File: src/rtl/spk_pkg.sv
`timescale 1ns / 1ps
// ----------------------------------------------------------------------------
// spk_pkg: shared types, constants and round functions
// Word widths, round count, key store addressing and the forward and
// inverse ARX round used by the key schedule and the cipher core.
// ----------------------------------------------------------------------------
package spk_pkg;

  localparam int unsigned ROUNDS    = 32;
  localparam int unsigned WORD_W    = 64;
  localparam int unsigned ROT_A     = 8;
  localparam int unsigned ROT_B     = 3;
  localparam int unsigned RK_AW     = (ROUNDS > 1) ? $clog2(ROUNDS) : 1;
  localparam int unsigned CFG_IDX_W = 1;

  typedef logic [WORD_W-1:0]    word_t;
  typedef logic [RK_AW-1:0]     rk_addr_t;
  typedef logic [CFG_IDX_W-1:0] cfg_idx_t;

  localparam rk_addr_t RK_LAST = rk_addr_t'(ROUNDS - 1);

  typedef enum logic {
    MODE_ENC = 1'b0,
    MODE_DEC = 1'b1
  } mode_t;

  typedef enum logic [CFG_IDX_W-1:0] {
    REG_KEY_LOW  = 1'b0,
    REG_KEY_HIGH = 1'b1
  } cfg_reg_t;

  typedef enum logic [1:0] {
    CORE_IDLE,
    CORE_RUN,
    CORE_HOLD
  } core_state_t;

  // key store write port
  typedef struct packed {
    logic     en;
    rk_addr_t addr;
    word_t    data;
  } rk_wr_t;

  // block halves: x is word one, y is word zero
  typedef struct packed {
    word_t x;
    word_t y;
  } blk_t;

  function automatic word_t rot_r(word_t v, int unsigned r);
    return (v >> r) | (v << (WORD_W - r));
  endfunction

  function automatic word_t rot_l(word_t v, int unsigned r);
    return (v << r) | (v >> (WORD_W - r));
  endfunction

  function automatic blk_t fwd_round(blk_t b, word_t k);
    blk_t r;
    r.x = (rot_r(b.x, ROT_A) + b.y) ^ k;
    r.y = rot_l(b.y, ROT_B) ^ r.x;
    return r;
  endfunction

  function automatic blk_t inv_round(blk_t b, word_t k);
    blk_t r;
    r.y = rot_r(b.y ^ b.x, ROT_B);
    r.x = rot_l((b.x ^ k) - r.y, ROT_A);
    return r;
  endfunction

endpackage

File: src/rtl/spk_ifs.sv
`timescale 1ns / 1ps
// ----------------------------------------------------------------------------
// spk_ifs: block and result channels
// Valid/ready channels; a word moves on an edge with valid and ready high.
// ----------------------------------------------------------------------------
interface spk_in_if;
  import spk_pkg::*;
  logic  valid;
  logic  ready;
  logic  mode;
  word_t data_low;
  word_t data_high;
  modport source (output valid, output mode, output data_low, output data_high,
                  input ready);
  modport sink   (input valid, input mode, input data_low, input data_high,
                  output ready);
endinterface

interface spk_out_if;
  import spk_pkg::*;
  logic  valid;
  logic  ready;
  word_t result_low;
  word_t result_high;
  modport source (output valid, output result_low, output result_high,
                  input ready);
  modport sink   (input valid, input result_low, input result_high,
                  output ready);
endinterface

File: src/rtl/spk_key_ram.sv
`timescale 1ns / 1ps
// ----------------------------------------------------------------------------
// spk_key_ram: round key store
// One write port, one read port, registered read data.
// ----------------------------------------------------------------------------
module spk_key_ram (
  input  logic              clk,
  input  spk_pkg::rk_wr_t   wr,
  input  spk_pkg::rk_addr_t rd_addr,
  output spk_pkg::word_t    rd_data
);
  import spk_pkg::*;

  word_t mem [ROUNDS];
  word_t rd_data_r;

  always_ff @(posedge clk) begin
    if (wr.en) begin
      mem[wr.addr] <= wr.data;
    end
  end

  always_ff @(posedge clk) begin
    rd_data_r <= mem[rd_addr];
  end

  assign rd_data = rd_data_r;

endmodule

File: src/rtl/spk_key_exp.sv
`timescale 1ns / 1ps
// ----------------------------------------------------------------------------
// spk_key_exp: key registers and round key expansion
// Run the schedule one round per cycle into the key store after reset
// and after every key write.
// ----------------------------------------------------------------------------
module spk_key_exp (
  input  logic              clk,
  input  logic              rst_n,
  input  logic              cfg_wr_en,
  input  spk_pkg::cfg_idx_t cfg_index,
  input  spk_pkg::word_t    cfg_wr_data,
  output spk_pkg::rk_wr_t   rk_wr,
  output logic              busy
);
  import spk_pkg::*;

  word_t    key_low_r,  key_low_nxt;
  word_t    key_high_r, key_high_nxt;
  word_t    a_r, a_nxt;
  word_t    b_r, b_nxt;
  rk_addr_t cnt_r, cnt_nxt;
  logic     busy_r, busy_nxt;
  logic     restart;
  blk_t     cur;
  blk_t     step;

  always_comb begin
    key_low_nxt  = key_low_r;
    key_high_nxt = key_high_r;
    a_nxt        = a_r;
    b_nxt        = b_r;
    cnt_nxt      = cnt_r;
    busy_nxt     = busy_r;
    restart      = 1'b0;
    cur.x        = b_r;
    cur.y        = a_r;
    step         = fwd_round(cur, word_t'(cnt_r));

    if (busy_r) begin
      a_nxt   = step.y;
      b_nxt   = step.x;
      cnt_nxt = rk_addr_t'(cnt_r + 1'b1);
      if (cnt_r == RK_LAST) begin
        busy_nxt = 1'b0;
      end
    end

    if (cfg_wr_en) begin
      case (cfg_reg_t'(cfg_index))
        REG_KEY_LOW: begin
          key_low_nxt = cfg_wr_data;
          restart     = 1'b1;
        end
        REG_KEY_HIGH: begin
          key_high_nxt = cfg_wr_data;
          restart      = 1'b1;
        end
        default: ;
      endcase
    end

    // start over from the key words
    if (restart) begin
      a_nxt    = key_low_nxt;
      b_nxt    = key_high_nxt;
      cnt_nxt  = '0;
      busy_nxt = 1'b1;
    end
  end

  always_ff @(posedge clk) begin
    if (!rst_n) begin
      key_low_r  <= '0;
      key_high_r <= '0;
      a_r        <= '0;
      b_r        <= '0;
      cnt_r      <= '0;
      busy_r     <= 1'b1;
    end else begin
      key_low_r  <= key_low_nxt;
      key_high_r <= key_high_nxt;
      a_r        <= a_nxt;
      b_r        <= b_nxt;
      cnt_r      <= cnt_nxt;
      busy_r     <= busy_nxt;
    end
  end

  assign rk_wr.en   = busy_r;
  assign rk_wr.addr = cnt_r;
  assign rk_wr.data = a_r;
  assign busy       = busy_r;

  a_cfg_restarts: assert property (@(posedge clk) disable iff (!rst_n)
    cfg_wr_en |=> busy_r && (cnt_r == '0))
    else $error("key write did not restart expansion");

  a_full_sweep: assert property (@(posedge clk) disable iff (!rst_n)
    $fell(busy_r) |-> ($past(cnt_r) == RK_LAST))
    else $error("expansion ended before the last round key");

  a_cnt_advance: assert property (@(posedge clk) disable iff (!rst_n)
    (busy_r && !cfg_wr_en && (cnt_r != RK_LAST)) |=>
      (cnt_r == rk_addr_t'($past(cnt_r) + 1'b1)))
    else $error("expansion counter skipped");

endmodule

File: src/rtl/spk_core.sv
`timescale 1ns / 1ps
// ----------------------------------------------------------------------------
// spk_core: cipher round engine
// One ARX round per cycle, each round key addressed in the store the cycle
// before its round; result goes to an output register.
// ----------------------------------------------------------------------------
module spk_core (
  input  logic              clk,
  input  logic              rst_n,
  spk_in_if.sink            in_ch,
  spk_out_if.source         out_ch,
  input  logic              exp_busy,
  output spk_pkg::rk_addr_t rd_addr,
  input  spk_pkg::word_t    rd_data
);
  import spk_pkg::*;

  core_state_t state_r, state_nxt;
  rk_addr_t    cnt_r, cnt_nxt;
  mode_t       mode_r, mode_nxt;
  blk_t        blk_r, blk_nxt;
  logic        out_valid_r, out_valid_nxt;
  blk_t        out_blk_r, out_blk_nxt;
  logic        accept;
  logic        out_free;
  blk_t        rnd;

  assign in_ch.ready = (state_r == CORE_IDLE) && !exp_busy;
  assign accept      = in_ch.valid && in_ch.ready;
  assign out_free    = !out_valid_r || out_ch.ready;

  always_comb begin
    if (mode_r == MODE_DEC) begin
      rnd = inv_round(blk_r, rd_data);
    end else begin
      rnd = fwd_round(blk_r, rd_data);
    end
  end

  // key for the next round; decrypt walks the store downward
  always_comb begin
    if (accept) begin
      rd_addr = (mode_t'(in_ch.mode) == MODE_DEC) ? RK_LAST : '0;
    end else if (mode_r == MODE_DEC) begin
      rd_addr = rk_addr_t'(RK_LAST - cnt_r - 1'b1);
    end else begin
      rd_addr = rk_addr_t'(cnt_r + 1'b1);
    end
  end

  always_comb begin
    state_nxt     = state_r;
    cnt_nxt       = cnt_r;
    mode_nxt      = mode_r;
    blk_nxt       = blk_r;
    out_blk_nxt   = out_blk_r;
    out_valid_nxt = out_valid_r;

    if (out_valid_r && out_ch.ready) begin
      out_valid_nxt = 1'b0;
    end

    case (state_r)
      CORE_IDLE: begin
        if (accept) begin
          blk_nxt.x = in_ch.data_high;
          blk_nxt.y = in_ch.data_low;
          mode_nxt  = mode_t'(in_ch.mode);
          cnt_nxt   = '0;
          state_nxt = CORE_RUN;
        end
      end
      CORE_RUN: begin
        blk_nxt = rnd;
        cnt_nxt = rk_addr_t'(cnt_r + 1'b1);
        if (cnt_r == RK_LAST) begin
          if (out_free) begin
            out_blk_nxt   = rnd;
            out_valid_nxt = 1'b1;
            state_nxt     = CORE_IDLE;
          end else begin
            state_nxt = CORE_HOLD;
          end
        end
      end
      CORE_HOLD: begin
        if (out_free) begin
          out_blk_nxt   = blk_r;
          out_valid_nxt = 1'b1;
          state_nxt     = CORE_IDLE;
        end
      end
      default: begin
        state_nxt = CORE_IDLE;
      end
    endcase
  end

  always_ff @(posedge clk) begin
    if (!rst_n) begin
      state_r     <= CORE_IDLE;
      cnt_r       <= '0;
      mode_r      <= MODE_ENC;
      out_valid_r <= 1'b0;
    end else begin
      state_r     <= state_nxt;
      cnt_r       <= cnt_nxt;
      mode_r      <= mode_nxt;
      out_valid_r <= out_valid_nxt;
    end
  end

  always_ff @(posedge clk) begin
    blk_r     <= blk_nxt;
    out_blk_r <= out_blk_nxt;
  end

  assign out_ch.valid       = out_valid_r;
  assign out_ch.result_low  = out_blk_r.y;
  assign out_ch.result_high = out_blk_r.x;

  a_accept_starts: assert property (@(posedge clk) disable iff (!rst_n)
    accept |=> (state_r == CORE_RUN) && (cnt_r == '0))
    else $error("accepted word did not start a run");

  a_run_ends: assert property (@(posedge clk) disable iff (!rst_n)
    ((state_r == CORE_RUN) && (cnt_r == RK_LAST)) |=> (state_r != CORE_RUN))
    else $error("run went past the last round");

  a_hold_blocked: assert property (@(posedge clk) disable iff (!rst_n)
    (state_r == CORE_HOLD) |-> out_valid_r)
    else $error("result held with the output register empty");

  a_no_run_in_exp: assert property (@(posedge clk) disable iff (!rst_n)
    exp_busy |-> !accept)
    else $error("word accepted during key expansion");

endmodule

File: src/rtl/speck_block_cipher.sv
`timescale 1ns / 1ps
// ----------------------------------------------------------------------------
// speck_block_cipher: Speck128/128 encrypt/decrypt engine
// Round keys are expanded into a key store; one ARX round per cycle.
// ----------------------------------------------------------------------------
// Usage:
//   in_ch  : one word per block: mode (0 encrypt, 1 decrypt), data_low (y),
//            data_high (x).
//   out_ch : one word per block: result_low (y), result_high (x).
//   cfg    : write key_low (index 0) or key_high (index 1) with cfg_wr_en;
//            write only while the engine is idle.
// Timing:
//   An accepted block runs one round per cycle through the single round
//   unit, each round key read ahead from the key store's registered port,
//   and then shows out_ch.valid.
//   A new block is taken the cycle after the result is loaded, so the
//   engine works on one block at a time.
// Reset and key load:
//   After reset, and after each key write, the schedule fills the key
//   store round by round; in_ch.ready stays low meanwhile.
// Stall:
//   The result waits in an output register; a new block may be accepted
//   and processed behind it. If that block finishes while the register is
//   still full, the engine holds it and takes no new word until out_ch
//   drains.
// ----------------------------------------------------------------------------
module speck_block_cipher (
  input  logic              clk,
  input  logic              rst_n,
  spk_in_if.sink            in_ch,
  spk_out_if.source         out_ch,
  input  logic              cfg_wr_en,
  input  spk_pkg::cfg_idx_t cfg_index,
  input  spk_pkg::word_t    cfg_wr_data
);
  import spk_pkg::*;

  rk_wr_t   rk_wr;
  logic     exp_busy;
  rk_addr_t rk_rd_addr;
  word_t    rk_rd_data;

  // key registers and schedule: writes the store after reset / key writes
  spk_key_exp u_key_exp (
    .clk         (clk),
    .rst_n       (rst_n),
    .cfg_wr_en   (cfg_wr_en),
    .cfg_index   (cfg_index),
    .cfg_wr_data (cfg_wr_data),
    .rk_wr       (rk_wr),
    .busy        (exp_busy)
  );

  // key store: schedule writes, core reads; user, not block, keeps them apart
  spk_key_ram u_key_ram (
    .clk     (clk),
    .wr      (rk_wr),
    .rd_addr (rk_rd_addr),
    .rd_data (rk_rd_data)
  );

  // round engine and output register
  spk_core u_core (
    .clk      (clk),
    .rst_n    (rst_n),
    .in_ch    (in_ch),
    .out_ch   (out_ch),
    .exp_busy (exp_busy),
    .rd_addr  (rk_rd_addr),
    .rd_data  (rk_rd_data)
  );

endmodule

File: src/flat_wrapper.sv
// flat-port wrapper written by rule: the top's interface ports become plain ports
module speck_block_cipher_flat import spk_pkg::*;
  (clk, rst_n, cfg_wr_en, cfg_index, cfg_wr_data, in_ch_valid, in_ch_mode, in_ch_data_low, in_ch_data_high, in_ch_ready, out_ch_valid, out_ch_result_low, out_ch_result_high, out_ch_ready);
  spk_in_if in_ch_i ();
  spk_out_if out_ch_i ();
  input  logic clk;
  input  logic rst_n;
  input  logic cfg_wr_en;
  input  spk_pkg::cfg_idx_t cfg_index;
  input  spk_pkg::word_t cfg_wr_data;
  input wire logic [$bits(in_ch_i.valid)-1:0] in_ch_valid;
  input wire logic [$bits(in_ch_i.mode)-1:0] in_ch_mode;
  input wire logic [$bits(in_ch_i.data_low)-1:0] in_ch_data_low;
  input wire logic [$bits(in_ch_i.data_high)-1:0] in_ch_data_high;
  output wire logic [$bits(in_ch_i.ready)-1:0] in_ch_ready;
  output wire logic [$bits(out_ch_i.valid)-1:0] out_ch_valid;
  output wire logic [$bits(out_ch_i.result_low)-1:0] out_ch_result_low;
  output wire logic [$bits(out_ch_i.result_high)-1:0] out_ch_result_high;
  input wire logic [$bits(out_ch_i.ready)-1:0] out_ch_ready;
  assign in_ch_i.valid = in_ch_valid;
  assign in_ch_i.mode = in_ch_mode;
  assign in_ch_i.data_low = in_ch_data_low;
  assign in_ch_i.data_high = in_ch_data_high;
  assign in_ch_ready = in_ch_i.ready;
  assign out_ch_valid = out_ch_i.valid;
  assign out_ch_result_low = out_ch_i.result_low;
  assign out_ch_result_high = out_ch_i.result_high;
  assign out_ch_i.ready = out_ch_ready;
  speck_block_cipher u_core (.clk(clk), .rst_n(rst_n), .in_ch(in_ch_i), .out_ch(out_ch_i), .cfg_wr_en(cfg_wr_en), .cfg_index(cfg_index), .cfg_wr_data(cfg_wr_data));
endmodule
File: config.mk
export PLATFORM = sky130hd
export DESIGN_NAME = speck_block_cipher_flat
export DESIGN_NICKNAME = d
export VERILOG_FILES = /design/src/rtl/spk_pkg.sv /design/src/rtl/spk_ifs.sv /design/src/rtl/spk_key_ram.sv /design/src/rtl/spk_key_exp.sv /design/src/rtl/spk_core.sv /design/src/rtl/speck_block_cipher.sv /design/src/flat_wrapper.sv
export SDC_FILE = /design/constraint.sdc
export NUM_CORES = 2
export LEC_CHECK = 0
export BUFFER_PORTS_ARGS = -buffer_cell sky130_fd_sc_hd__buf_2
export CORE_ASPECT_RATIO = 0.8
export CORE_MARGIN = 2
export CORE_UTILIZATION = 30
export CTS_CLUSTER_DIAMETER = 30
export DETAILED_ROUTE_END_ITERATION = 7
export GPL_TIMING_DRIVEN = 0
export PLACE_DENSITY = 0.4
export REMOVE_ABC_BUFFERS = 1
export SETUP_SLACK_MARGIN = 0.4
export SLEW_MARGIN = 20
export SYNTH_ARGS = -nofsm -noshare
export SYNTH_HDL_FRONTEND = slang
export SYNTH_SLANG_ARGS = --single-unit
export TNS_END_PERCENT = 20
File: constraint.sdc
create_clock -name clk -period 14.45 [get_ports clk]
set_input_delay 0 -clock clk [delete_from_list [all_inputs] [get_ports clk]]
set_output_delay 0 -clock clk [all_outputs]
set_load 0.02 [all_outputs]
==> results.json <==
{
  "htreeDepth": 6,
  "ys_ff_latch": 2639,
  "critical_path_peak_fanout": 5,
  "wl_per_cell_um": 27.4,
  "core_mm2": 0.390,
  "power_density_mw_per_mm2": 147,
  "synth_flop_cell": "edfxtp_1",
  "drc": 0,
  "async_flop_share": 0,
  "cts_tree": "done",
  "port_buffers": 328,
  "ir_drop_uv": 147,
  "nets": 9931,
  "place_area_mm2": 0.133,
  "maxCapViolCount": 0,
  "cts_made_buffers": 558,
  "clk_path_buf_depth": 4,
  "vias": 77100,
  "area_delta_synth_final_pct": 32.7,
  "syn-cell-area_mm2": 0.117,
  "total_power_w": 0.0229,
  "ios": 329,
  "drt-initial-drc-count": 7163,
  "fp.dieArea_mm2": 0.396,
  "cts_sinks": 2639,
  "first_global_vias": 78500,
  "end_kind": "flop",
  "fmax_mhz": 169,
  "fin_crit_ps": 5910,
  "final_common_cell": "edfxtp_1",
  "routed_wirelength_mm": 416,
  "slew_headroom": 0.228,
  "skew_ps": 83.0,
  "fin_tns_setup_ps": 0,
  "ant_nets": 0,
  "post-dp-hpwl_mm": 302,
  "synth_cells": 8224,
  "ys_warn_count": 0,
  "rows": 205,
  "reg2reg_slack_ps": 8540,
  "synth_edf_count": 2304,
  "seq_area_frac_synth": 0.646,
  "grt_max_degree": 99,
  "synth_cell_types": 94,
  "crit_required_ps": 15080,
  "tightestPinTransition_ps": 1160,
  "maxSlewViolCount": 0,
  "hp-class": "primary input to flop",
  "rsz0062_at_grt": "no",
  "path_clk_slew_ps": 50,
  "p_leak_nw": 55.8,
  "layout-drive-gt1-share": 0.251,
  "startpoint_type": "flop",
  "path_class": "flop to flop",
  "status": "completed",
  "die_x_um": 703,
  "worstSkewPairLatency_ps": 1030,
  "place_inst": 13800,
  "preCtsSetupSlack_ps": 8720,
  "viasPerCell": 5.08,
  "place_congestion": 0.856,
  "grt_usage": 0.205,
  "first_pass_iters": 5,
  "layout_common_cells": "edfxtp_1 (2304), nand2_1 (1110), clkbuf_16 (565)",
  "setup_viol_count_final": 0,
  "overflow": 0,
  "grt_pass1_wl_mm": 585,
  "arrival_ps": 6540,
  "initial_core_util": 0.301,
  "ctsResizeCount": 0,
  "finalInstanceArea_mm2": 0.156,
  "finalHoldViolations": 0,
  "setup_ws_ps": 8540,
  "grt_antenna_before_repair": 43,
  "layoutNonFillerInstCount": 15200,
  "cts-root-buf": "clkbuf_16",
  "fp.dieH_um": 564,
  "fin_crit_sh": 0.409,
  "syn_avg_cell_area_um2": 14.3
}
## cell usage after synthesis (all sizes together) (7+ instances only)
library cell	instances	area, um^2
nor3	37	185
ha	199	2490
o211ai	24	180
nand3	363	1820
a221o	9	90.1
o21ai	288	1440
a211oi	143	1090
a22oi	9	67.6
o31ai	30	273
nand2	1114	4180
a21boi	9	67.6
nand2b	21	131
o21a	19	143
o22ai	26	163
and3	21	133
and2	22	139
dfxtp	335	6710
a31oi	37	231
nor2	359	1350
nor2b	62	395
or2	8	50.1
edfxtp	2304	69200
xnor2	289	2530
o31a	7	72.6
or3	10	63.8
xor2	208	1820
mux2i	156	1560
o221ai	19	166
mux2	129	1450
clkbuf	333	1320
mux4	512	11500
a221oi	23	208
a21oi	517	2590
buf	161	646
inv	99	372
nand4	69	432
a21o	124	933
o21bai	38	285
## flip-flops by register name, indices dropped and copies added, names as in the netlist
name,flops
u_core.u_core.out_ch.valid,1
u_core.u_core.out_ch.result_low,64
u_core.u_key_exp.b_r,64
u_core.u_key_exp.key_low_r,64
u_core.u_key_ram.rd_data,64
u_core.u_key_ram.mem,2048
u_core.u_core.out_ch.result_high,64
u_core.u_key_exp.a_r,64
u_core.u_key_exp.cnt_r,5
u_core.u_core.state_r,2
u_core.u_core.mode_r,1
u_core.u_core.cnt_r,5
u_core.u_key_exp.key_high_r,64
u_core.u_core.blk_r,128
u_core.u_key_exp.busy,1
## timing repair
action | in CTS | in global routing
hold buffers | 393 | 0
endpoints found under the hold margin | 416 | 0
setup buffers | 0 | 0
## kinds of logic after synthesis
kind of cell | synth area share
DFF | 0.646
and+or+nand+nor | 0.0781
AOI/OAI and AO/OA | 0.0726
muxes | 0.124
buffers and inverters | 0.0204
xor gates and xnor gates | 0.0371
adders and majority gates | 0.0217
## path summary, 6_finish.rpt
check	from	to	cells past startpoint
max reg2reg	u_core.u_core.blk_r[68]	u_core.u_core.out_ch.result_high[7]	13
min reg2reg	u_core.u_key_exp.key_high_r[48]	u_core.u_key_exp.key_high_r[48]	2
max	u_core.u_core.blk_r[68]	u_core.u_core.out_ch.result_high[7]	13
min	cfg_wr_en	u_core.u_key_exp.b_r[54]	4
## critical path: stages (launching register included)
cell,delay (ps)
edfxtp_1,580
xnor2_1,410
ha_1,290
nor2b_1,140
o2111a_1,270
o31ai_1,450
a21oi_1,220
o21ai_0,580
o21ai_1,370
a21o_1,320
a211o_1,390
a221oi_2,390
xnor2_1,140
a221oi_1,990
## area by class of cell
class	count	area (um^2)
well taps	5175	6470
repair buffers	1243	14600
flip-flops and latches	2639	76000
inverters	99	404
diodes	22	55.1
clock inverters	327	3970
multi-input cells	4989	39500
clock buffers	691	14900
fillers	36100	234000
## metrics by stage
stage,util,hold WS (ps)
detailed placement,0.341,279
floorplan,-,95.6
global route,0.400,73.9
CTS,0.400,17.0
global placement,0.317,268
finish,0.400,65.6
## power breakdown
part	total, W	switching, W	internal, W
clock network	0.0127	0.00431	0.00838
logic	0.00128	0.000771	0.000513
registers	0.00897	0.000313	0.00866
## metal layers
layer,vias up,part of all wire,GRT usage
met1,39800,0.48,0.304
li1,34300,-,-
met5,-,0.00045,0
met3,525,0.060,0.0351
met2,2485,0.44,0.312
met4,28,0.020,0.0459
(Power assumes the default switching activity.)
